$ cat src/sv/utf8sa_pkg.sv
`timescale 1ns / 1ps
// ----------------------------------------------------------------------------
// utf8sa_pkg
// Shared types, codes and decode helpers for the UTF-8 sequence assembler.
// ----------------------------------------------------------------------------
package utf8sa_pkg;

    localparam int BYTE_W     = 8;
    localparam int LEN_W      = 3;
    localparam int OUT_DATA_W = 40;  // 3 + 4*8 = 35 bits, padded to whole bytes

    localparam logic [LEN_W-1:0] LEN_1 = 3'd1;
    localparam logic [LEN_W-1:0] LEN_2 = 3'd2;
    localparam logic [LEN_W-1:0] LEN_3 = 3'd3;
    localparam logic [LEN_W-1:0] LEN_4 = 3'd4;

    // Pending sequence state: sequence length and continuation bytes still owed
    typedef enum logic [3:0] {
        ST_IDLE  = 4'd0,
        ST_2B_1  = 4'd1,
        ST_3B_2  = 4'd2,
        ST_3B_1  = 4'd3,
        ST_4B_3  = 4'd4,
        ST_4B_2  = 4'd5,
        ST_4B_1  = 4'd6,
        ST_5B_4  = 4'd7,
        ST_5B_3  = 4'd8,
        ST_5B_2  = 4'd9,
        ST_5B_1  = 4'd10,
        ST_6B_5  = 4'd11,
        ST_6B_4  = 4'd12,
        ST_6B_3  = 4'd13,
        ST_6B_2  = 4'd14,
        ST_6B_1  = 4'd15
    } pend_state_t;

    // One registered input word handed from the input stage to the framer
    typedef struct packed {
        logic              valid;
        logic [BYTE_W-1:0] data;
    } in_word_t;

    // State entered on a lead byte (0xC0..0xFF); idle for 0xFE and 0xFF
    function automatic pend_state_t lead_state(input logic [BYTE_W-1:0] c);
        pend_state_t s;
        if ((c & 8'he0) == 8'hc0) begin
            s = ST_2B_1;
        end else if ((c & 8'hf0) == 8'he0) begin
            s = ST_3B_2;
        end else if ((c & 8'hf8) == 8'hf0) begin
            s = ST_4B_3;
        end else if ((c & 8'hfc) == 8'hf8) begin
            s = ST_5B_4;
        end else if ((c & 8'hfe) == 8'hfc) begin
            s = ST_6B_5;
        end else begin
            s = ST_IDLE;
        end
        return s;
    endfunction

endpackage

$ cat src/sv/utf8sa_in_stage.sv
`timescale 1ns / 1ps
// ----------------------------------------------------------------------------
// utf8sa_in_stage
// Input register: captures one byte word and holds it until the framer takes it.
// ----------------------------------------------------------------------------
module utf8sa_in_stage
    import utf8sa_pkg::*;
(
    input  logic              aclk,
    input  logic              aresetn,
    input  logic              s_tvalid,
    output logic              s_tready,
    input  logic [BYTE_W-1:0] s_tdata,   // [7:0] in_byte
    input  logic              take,
    output in_word_t          word
);

    logic              valid_reg, valid_next;
    logic [BYTE_W-1:0] data_reg, data_next;

    // Accept whenever the register is empty or drains this cycle
    assign s_tready = !valid_reg || take;

    always_comb begin
        valid_next = valid_reg;
        data_next  = data_reg;
        if (s_tready) begin
            valid_next = s_tvalid;
            if (s_tvalid) begin
                data_next = s_tdata;
            end
        end
    end

    always_ff @(posedge aclk) begin
        if (!aresetn) begin
            valid_reg <= 1'b0;
        end else begin
            valid_reg <= valid_next;
        end
        data_reg <= data_next;
    end

    assign word.valid = valid_reg;
    assign word.data  = data_reg;

endmodule

$ cat src/sv/utf8sa_framer.sv
`timescale 1ns / 1ps
// ----------------------------------------------------------------------------
// utf8sa_framer
// Sequence state, held bytes and the result register of the assembler.
// ----------------------------------------------------------------------------
module utf8sa_framer
    import utf8sa_pkg::*;
(
    input  logic                  aclk,
    input  logic                  aresetn,
    input  in_word_t              word,
    output logic                  take,
    output logic                  m_tvalid,
    input  logic                  m_tready,
    output logic [OUT_DATA_W-1:0] m_tdata
);

    pend_state_t       state_reg, state_next;
    logic [BYTE_W-1:0] held0_reg, held0_next;
    logic [BYTE_W-1:0] held1_reg, held1_next;
    logic [BYTE_W-1:0] held2_reg, held2_next;

    logic              out_valid_reg, out_valid_next;
    logic [LEN_W-1:0]  out_len_reg, out_len_next;
    logic [BYTE_W-1:0] out_b0_reg, out_b0_next;
    logic [BYTE_W-1:0] out_b1_reg, out_b1_next;
    logic [BYTE_W-1:0] out_b2_reg, out_b2_next;
    logic [BYTE_W-1:0] out_b3_reg, out_b3_next;

    logic              emit;
    logic [LEN_W-1:0]  res_len;
    logic [BYTE_W-1:0] res_b0, res_b1, res_b2, res_b3;

    logic [BYTE_W-1:0] c;
    logic              is_ascii, is_cont;

    assign c        = word.data;
    assign is_ascii = !c[7];
    assign is_cont  = (c[7:6] == 2'b10);

    // Take the input word when the result register is free or drains now
    assign take = word.valid && (!out_valid_reg || m_tready);

    // Next state
    always_comb begin
        state_next = state_reg;
        if (take) begin
            if (is_ascii) begin
                state_next = ST_IDLE;
            end else if (!is_cont) begin
                state_next = lead_state(c);
            end else begin
                unique case (state_reg)
                    ST_IDLE: state_next = ST_IDLE;
                    ST_2B_1: state_next = ST_IDLE;
                    ST_3B_2: state_next = ST_3B_1;
                    ST_3B_1: state_next = ST_IDLE;
                    ST_4B_3: state_next = ST_4B_2;
                    ST_4B_2: state_next = ST_4B_1;
                    ST_4B_1: state_next = ST_IDLE;
                    ST_5B_4: state_next = ST_5B_3;
                    ST_5B_3: state_next = ST_5B_2;
                    ST_5B_2: state_next = ST_5B_1;
                    ST_5B_1: state_next = ST_IDLE;
                    ST_6B_5: state_next = ST_6B_4;
                    ST_6B_4: state_next = ST_6B_3;
                    ST_6B_3: state_next = ST_6B_2;
                    ST_6B_2: state_next = ST_6B_1;
                    ST_6B_1: state_next = ST_IDLE;
                    default: state_next = ST_IDLE;
                endcase
            end
        end
    end

    // Result and held-byte updates
    always_comb begin
        emit       = 1'b0;
        res_len    = LEN_1;
        res_b0     = c;
        res_b1     = '0;
        res_b2     = '0;
        res_b3     = '0;
        held0_next = held0_reg;
        held1_next = held1_reg;
        held2_next = held2_reg;
        if (take) begin
            if (is_ascii) begin
                emit = 1'b1;
            end else if (!is_cont) begin
                if (c[7:1] == 7'h7f) begin
                    emit = 1'b1;
                end else if (c[7:3] != 5'b11111) begin
                    held0_next = c;
                end
            end else begin
                unique case (state_reg)
                    ST_2B_1: begin
                        emit    = 1'b1;
                        res_len = LEN_2;
                        res_b0  = held0_reg;
                        res_b1  = c;
                    end
                    ST_3B_2: held1_next = c;
                    ST_3B_1: begin
                        emit    = 1'b1;
                        res_len = LEN_3;
                        res_b0  = held0_reg;
                        res_b1  = held1_reg;
                        res_b2  = c;
                    end
                    ST_4B_3: held1_next = c;
                    ST_4B_2: held2_next = c;
                    ST_4B_1: begin
                        emit    = 1'b1;
                        res_len = LEN_4;
                        res_b0  = held0_reg;
                        res_b1  = held1_reg;
                        res_b2  = held2_reg;
                        res_b3  = c;
                    end
                    default: emit = 1'b0;
                endcase
            end
        end
    end

    // Result register: load on emit, drop on handoff
    always_comb begin
        out_valid_next = out_valid_reg && !m_tready;
        out_len_next   = out_len_reg;
        out_b0_next    = out_b0_reg;
        out_b1_next    = out_b1_reg;
        out_b2_next    = out_b2_reg;
        out_b3_next    = out_b3_reg;
        if (emit) begin
            out_valid_next = 1'b1;
            out_len_next   = res_len;
            out_b0_next    = res_b0;
            out_b1_next    = res_b1;
            out_b2_next    = res_b2;
            out_b3_next    = res_b3;
        end
    end

    always_ff @(posedge aclk) begin
        if (!aresetn) begin
            state_reg     <= ST_IDLE;
            out_valid_reg <= 1'b0;
        end else begin
            state_reg     <= state_next;
            out_valid_reg <= out_valid_next;
        end
        held0_reg   <= held0_next;
        held1_reg   <= held1_next;
        held2_reg   <= held2_next;
        out_len_reg <= out_len_next;
        out_b0_reg  <= out_b0_next;
        out_b1_reg  <= out_b1_next;
        out_b2_reg  <= out_b2_next;
        out_b3_reg  <= out_b3_next;
    end

    assign m_tvalid = out_valid_reg;
    assign m_tdata  = {5'b00000, out_b3_reg, out_b2_reg, out_b1_reg, out_b0_reg, out_len_reg};

`ifndef SYNTHESIS
    a_ascii_emits: assert property (@(posedge aclk) disable iff (!aresetn)
        take && !word.data[7] |=> m_tvalid && out_len_reg == LEN_1 && state_reg == ST_IDLE)
        else $error("ASCII word did not produce a single-byte result");

    a_two_byte_done: assert property (@(posedge aclk) disable iff (!aresetn)
        take && word.data[7:6] == 2'b10 && state_reg == ST_2B_1
        |=> m_tvalid && out_len_reg == LEN_2 && state_reg == ST_IDLE)
        else $error("two-byte sequence did not complete");

    a_stray_dropped: assert property (@(posedge aclk) disable iff (!aresetn)
        take && word.data[7:6] == 2'b10 && state_reg == ST_IDLE |-> !emit)
        else $error("stray continuation produced a result");

    a_no_overwrite: assert property (@(posedge aclk) disable iff (!aresetn)
        out_valid_reg && !m_tready |-> !take)
        else $error("stalled result register was overwritten");

    a_len_range: assert property (@(posedge aclk) disable iff (!aresetn)
        m_tvalid |-> out_len_reg == LEN_1 || out_len_reg == LEN_2
                  || out_len_reg == LEN_3 || out_len_reg == LEN_4)
        else $error("result length out of range");
`endif

endmodule

$ cat src/sv/utf8_sequence_assembler.sv
`timescale 1ns / 1ps
// ----------------------------------------------------------------------------
// utf8_sequence_assembler
// Frames a raw UTF-8 byte stream into whole character sequences.
// ----------------------------------------------------------------------------
// One byte enters per word on the slave side; complete sequences leave on the
// master side with their length and up to four bytes, unused bytes zero.
// ASCII bytes (zero included) and the bytes 0xFE and 0xFF leave alone. A
// stray continuation byte while idle is dropped. A lead byte that arrives
// while a sequence is pending abandons it and starts over; an ASCII byte
// abandons it and is sent alone. Five and six byte sequences are parsed and
// discarded without a result. Rate: one byte per cycle while the master side
// takes each result. Each byte is held in the input register and is then
// decoded in a single pass against the pending state; a finished sequence is
// registered in the result register before it appears on the master side.
// Throughput is limited only by master-side backpressure: the single result
// register stalls the input register while a result waits to be taken.
module utf8_sequence_assembler
    import utf8sa_pkg::*;
(
    input  logic                  aclk,
    input  logic                  aresetn,
    input  logic                  s_tvalid,
    output logic                  s_tready,
    input  logic [BYTE_W-1:0]     s_tdata,   // [7:0] in_byte
    output logic                  m_tvalid,
    input  logic                  m_tready,
    // [2:0] seq_len, [10:3] seq_byte0, [18:11] seq_byte1,
    // [26:19] seq_byte2, [34:27] seq_byte3, [39:35] zero
    output logic [OUT_DATA_W-1:0] m_tdata
);

    in_word_t word;
    logic     take;

    // Hold the incoming byte until the framer can take it
    utf8sa_in_stage u_in_stage (
        .aclk     (aclk),
        .aresetn  (aresetn),
        .s_tvalid (s_tvalid),
        .s_tready (s_tready),
        .s_tdata  (s_tdata),
        .take     (take),
        .word     (word)
    );

    // Advance the sequence state and register any finished sequence
    utf8sa_framer u_framer (
        .aclk     (aclk),
        .aresetn  (aresetn),
        .word     (word),
        .take     (take),
        .m_tvalid (m_tvalid),
        .m_tready (m_tready),
        .m_tdata  (m_tdata)
    );

endmodule
$ cat config.mk
export PLATFORM = sky130hd
export DESIGN_NAME = utf8_sequence_assembler
export DESIGN_NICKNAME = d
export VERILOG_FILES = /design/src/sv/utf8sa_pkg.sv /design/src/sv/utf8sa_in_stage.sv /design/src/sv/utf8sa_framer.sv /design/src/sv/utf8_sequence_assembler.sv
export SDC_FILE = /design/constraint.sdc
export NUM_CORES = 1
export LEC_CHECK = 0
export BUFFER_PORTS_ARGS = -buffer_cell sky130_fd_sc_hd__buf_2
export CAP_MARGIN = 0
export CORE_MARGIN = 5
export CORE_UTILIZATION = 50
export CTS_CLUSTER_DIAMETER = 100
export DETAILED_ROUTE_END_ITERATION = 8
export HOLD_SLACK_MARGIN = 0.15
export PLACE_DENSITY = 0.77
export SLEW_MARGIN = 20
export SYNTH_ARGS = -nofsm -noshare
export SYNTH_HDL_FRONTEND = slang
export SYNTH_SLANG_ARGS = --single-unit
$ cat constraint.sdc
create_clock -name aclk -period 3.5 [get_ports aclk]
set_input_delay 0.875 -clock aclk [delete_from_list [all_inputs] [get_ports aclk]]
set_output_delay 0.875 -clock aclk [all_outputs]
set_load 0.02 [all_outputs]
== Yosys cells after proc, flatten, opt, wreduce, memory -nomap -nowiden ==
Memory sizes are Yosys's and may differ from the RTL's. A register that Yosys moved wholly into a read port is not among the register bits.
Cells that the tools add are included.
Cells by class
  equal/unequal tests: 14
  muxes and demuxes: 23
  bitwise gates (word level): 2
  reductions and logical operators: 16
Operator list (number)
  two-way mux 4 bit: 9
  two-way mux 8 bit: 4
  one-hot mux 8 bit (2 select lines): 2
  equality test 7 bit (second input constant): 2
  equality test 4 x 3 -> 1 bit (second input constant): 3
  AND reduction 4 bit: 3
  one-hot mux 3 bit (3 select lines): 1
  equality test 4 x 2 -> 1 bit (second input constant): 2
  two-way mux 7 bit: 1
  equality test 6 bit (second input constant): 1
  two-way mux 1 bit: 6
  equality test 5 bit (second input constant): 1
  inequality test 5 bit (second input constant): 1
  AND reduction 5 bit: 1
  equality test 4 x 1 -> 1 bit (second input constant): 1
  equality test 4 bit (second input constant): 1
  OR reduction 2 bit: 2
  equality test 3 bit (second input constant): 1
  zero test 1 bit: 3
  AND reduction 3 bit: 1
  OR reduction 3 bit: 1
  equality test 2 bit (second input constant): 1
  logical AND 1 bit: 2
  logical OR 1 bit: 2
  2 further kinds: 3
Word-level totals
  register bits after elaboration: 70
  memory bits (read-only): 64
  input port bits: 12
  memories: 1
Memory list
  (no name shown): depth 16, bits a word 4, read ports 1, clocked after Yosys merged registers in 1, wr ports 0, line utf8sa_framer.sv:53  | unique case (state_reg)

== Longest topological paths before layout ==
  word-level depth: 10
  depth in mapped cells: 9
  depth with buffers taken out: 8

== Cells and area by module ==
A second synthesis with hierarchy kept.
Second synthesis, totals
  cell total of the unflattened synthesis: 187
  area total of the unflattened synthesis: 2962.8 um2
Modules (own cells, without submodules)
  utf8sa_framer: times used 1, cells each 173, area an instance 2657.5 um2, sequential area each 1831.8 um2
  utf8sa_in_stage: times used 1, cells each 14, area an instance 305.3 um2, sequential area each 260.2 um2

== Worst setup path after synthesis ==
OpenSTA, ideal clock, no wires.
  path kind: in2reg
  from: input m_tready
  to: register u_framer.out_b0_reg[0], enable pin
  library setup time: 0.448 ns
  arrival time: 2.900 ns
  data required time: 3.052 ns
  slack: 0.152 ns
  stages: 3
  path buffers: 0
  path through: nand2b_4 > nand2_1 > a31oi_1
On the way
  cells in the longest elaborated chain, start to end: 3
RTL lines
  start, declared: line utf8_sequence_assembler.sv:27  | input logic m_tready,
  logical OR 1 bit: line utf8sa_framer.sv:42  | assign take = word.valid && (!out_valid_reg || m_tready);
  logical AND 1 bit: line utf8sa_framer.sv:42
  two-way mux 1 bit: line utf8sa_framer.sv:87  | if (take) begin
  via u_framer.emit: line utf8sa_framer.sv:30  | logic emit;
  end signal, assigned: line utf8sa_framer.sv:158  | out_b0_reg <= out_b0_next;
  end, declared: line utf8sa_framer.sv:25  | logic [BYTE_W-1:0] out_b0_reg, out_b0_next;
The timed path passes the listed nets, and every way through them passes these cells.
A chain may end at the register's enable or synchronous reset.

== Worst setup path in the final report ==
  from: input m_tready
  to: output s_tready
On the way
  cells in the longest elaborated chain, start to end: 3
RTL lines
  logical OR 1 bit: line utf8sa_framer.sv:42
  logical AND 1 bit: line utf8sa_framer.sv:42
  logical OR 1 bit: line utf8sa_in_stage.sv:22  | assign s_tready = !valid_reg || take;
  end, declared: line utf8_sequence_assembler.sv:24  | output logic s_tready,
No other way between the ends.

==> reports/metrics.cfg <==
[floorplanning]
dieWidth_um=87.66
start_util=0.5123
die_area_um2=7684
die_h_um=87.66
core_um2=5886
ios=54
rows=28

[logic_synthesis]
avgSynthCellArea_um2=14.09
synth_edf_count=63
synth.largest_area_cell=edfxtp_1
syn_inst=214
synthTopCellsByArea=edfxtp_1 63%, dfxtp_1 6.6%, nand2_1 3.6%, a22o_1 3.5%, and2_1 2.7%
synthArstFlopShare=0
synth_cell_types=45
syn_area_um2=3015
ys_ff_latch=73
synth_top_area_frac=0.6274
ys_seq_area_frac=0.6938
ys_warn_count=0
synth_ff_type=edfxtp_1

[setup_path]
start_kind=input port
crit_family=buffers and inverters
path_common_cell=buf_2
crit_chain=buf_2 > nor2b_1 > nand2_1 > buf_2
worstPathRequired_ps=2620
critPathMaxFanout=3
startpoint=m_tready
critical_path_class=input port to primary output
cp_num_buf_inv=2
crit_path_end_kind=primary output
timing.rr.start=u_in_stage.data_reg[5]
cpPeakStageDelay_ps=180
crit_arrival_ps=1420
r2r_cells=7
crit_cells=4
cpMaxStageDelayCell=nor2b_1

[grt]
grt_usage=0.1408
grt_pass1_wl_mm=8.128
grt_pass1_vias=1675
overflow=0
antenna_found_initial=0
grt_max_degree=35

[route]
detail-route-antenna-nets=0
firstDrtPassIters=4
routed_via_density=5.129
drc=0
drt-total-wl_mm=5.024
wl_per_cell_um=14.44
via_count=1785
drt_iter0_markers=114

[sta]
worst_pin_slew_ps=846.9
finalSetupViolCount=0
fin_crit_ps=2298
period_share=0.6566
timing.fmax_ghz=0.4352
maxSlewHeadroom=0.4310
finalMaxSlewViolations=0
finalSetupTns_ps=0
hold_viol_final=0
skew_ps=5.029
rsz0062_at_grt=false

[pwr]
leakagePower_nw=1.346
sequentialPowerShare=0.588
p_int_mw=1.317
combPwrFrac=0.049
p_clk_frac=0.364
ir_drop_mv=0.2607
sw_frac_of_total=0.2177
p_switching_uw=366.6
p_per_area_nw_per_um2=479.7

[cts]
root_buffer=clkbuf_8
cts_tree=done
cts_buffer_depth=2
clkLatencyLatePin_ps=340
numCtsBuffers=9
cts_setup_buffers=0
cts-hold-fix-buffers=0
cts_resized=0
htree_levels=3
cts_sinks=73
clk_pin_slew_ps=70

[worst_hold_path]
holdCritStartpoint=u_framer.held0_reg[0]
hold_depth=2
holdCritPathClass=register to register

[finish]
final_util=0.5963
diodes=0
nFillCells=461
nNetsFinal=283
synthToLayoutAreaGrowth_pct=16.39
final_cells=348
drive_gt1_frac=0.2747

[place]
dp.cells=332
dp_hpwl_mm=3.453
port-buffer-count=48
gp_congestion=0.8266

[run_status]
status=finished, final reports clean

[job]
drv_cap=0

==> metrics by stage <==
| stage | cell area, um^2 | power (mW) | hold slack (ps) | worst slack [ps] |
|---|---|---|---|---|
| 6_report | 3510 | 1.684 | 510.4 | 1202 |
| 4_1_cts | 3510 | 1.700 | 511.0 | 1193 |
| 5_1_grt | 3510 | 1.745 | 544.4 | 1093 |
| 2_1_floorplan | 3034 | 1.065 | 457.9 | 152.4 |
| 3_3_place_gp | 3323 | 1.088 | 492.3 | 942.9 |
| 3_5_place_dp | 3323 | 1.091 | 494.6 | 889.8 |
==> per-layer routing <==
layer	wire length, um	track usage
met5	0	0
met4	48	0.05021
met3	444	0.04704
met2	2404	0.2267
met1	2126	0.1784
==> tightest hold or removal path: stages, from the launching register on <==
cell and delay, ps:
edfxtp_1 320, nand2_1 50, nand2_1 50
==> cells in the mapped netlist, drive strengths merged, types with 2 or more instances <==
master / instances
and3: 3
nand3: 4
a311oi: 2
a31oi: 2
nor2b: 3
clkbuf: 2
o21ai: 3
and2: 14
a22o: 12
buf: 11
nand2: 29
dfxtp: 10
nand4: 4
edfxtp: 63
nand2b: 6
a21oi: 5
o22ai: 3
nor2: 7
ha: 3
a21o: 2
inv: 6
nor3: 6
xnor2: 2
o221ai: 2
==> final cells by class <==
class	count	area, um^2	area share
clock inverters	6	58.81	0.01676
multi-input cells	127	852.1	0.2428
inverters	6	22.52	0.006417
flip-flops and latches	73	2092	0.5961
repair buffers	51	262.8	0.07487
clock buffers	10	127.6	0.03636
well taps	75	93.84	0.02674
==> worst paths after layout <==
kind | end | slack (ps)
worst min register to register | u_framer.out_b0_reg[0] | 510
worst max register to register | register | 1230
worst min-delay path | u_framer.out_b0_reg[0] | 510
worst max-delay path | s_tready | 1200
==> power groups by stage <==
stage / Combinational [mW] / Sequential, mW / Clock, mW
6_report: 0.0818 / 0.990 / 0.612
5_1_grt: 0.0901 / 0.992 / 0.662
4_1_cts: 0.0827 / 0.989 / 0.628
3_5_place_dp: 0.0824 / 1.01 / 0
3_3_place_gp: 0.0807 / 1.01 / 0
2_1_floorplan: 0.0577 / 1.01 / 0
==> layout by cell type, fill, tap and decap left out, drive strengths merged, types with 4 or more instances in the layout <==
cell type  netlist  final
edfxtp          63     63
buf             11     51
nand2           29     29
and2            14     14
a22o            12     12
dfxtp           10     10
clkbuf           2     10
nor2             7      7
inv              6      6
nor3             6      6
conb             1      6
nand2b           6      6
a21oi            5      5
nand3            4      4
nand4            4      4
clkinv           0      4
==> logic make-up (layout without fill, tap and decap cells) <==
group,count (synthesis),in the layout,synth area share
other,1,6,0.001244
flip-flops,73,73,0.6938
AND/OR/NAND/NOR,80,80,0.1465
adder cells (fa/ha/maj),3,3,0.01245
buffers and inverters,19,73,0.03485
XOR/XNOR,2,2,0.005810
AO/OA/AOI/OAI,35,35,0.1017
multiplexers,1,1,0.003734
(Power assumes the default switching activity.)
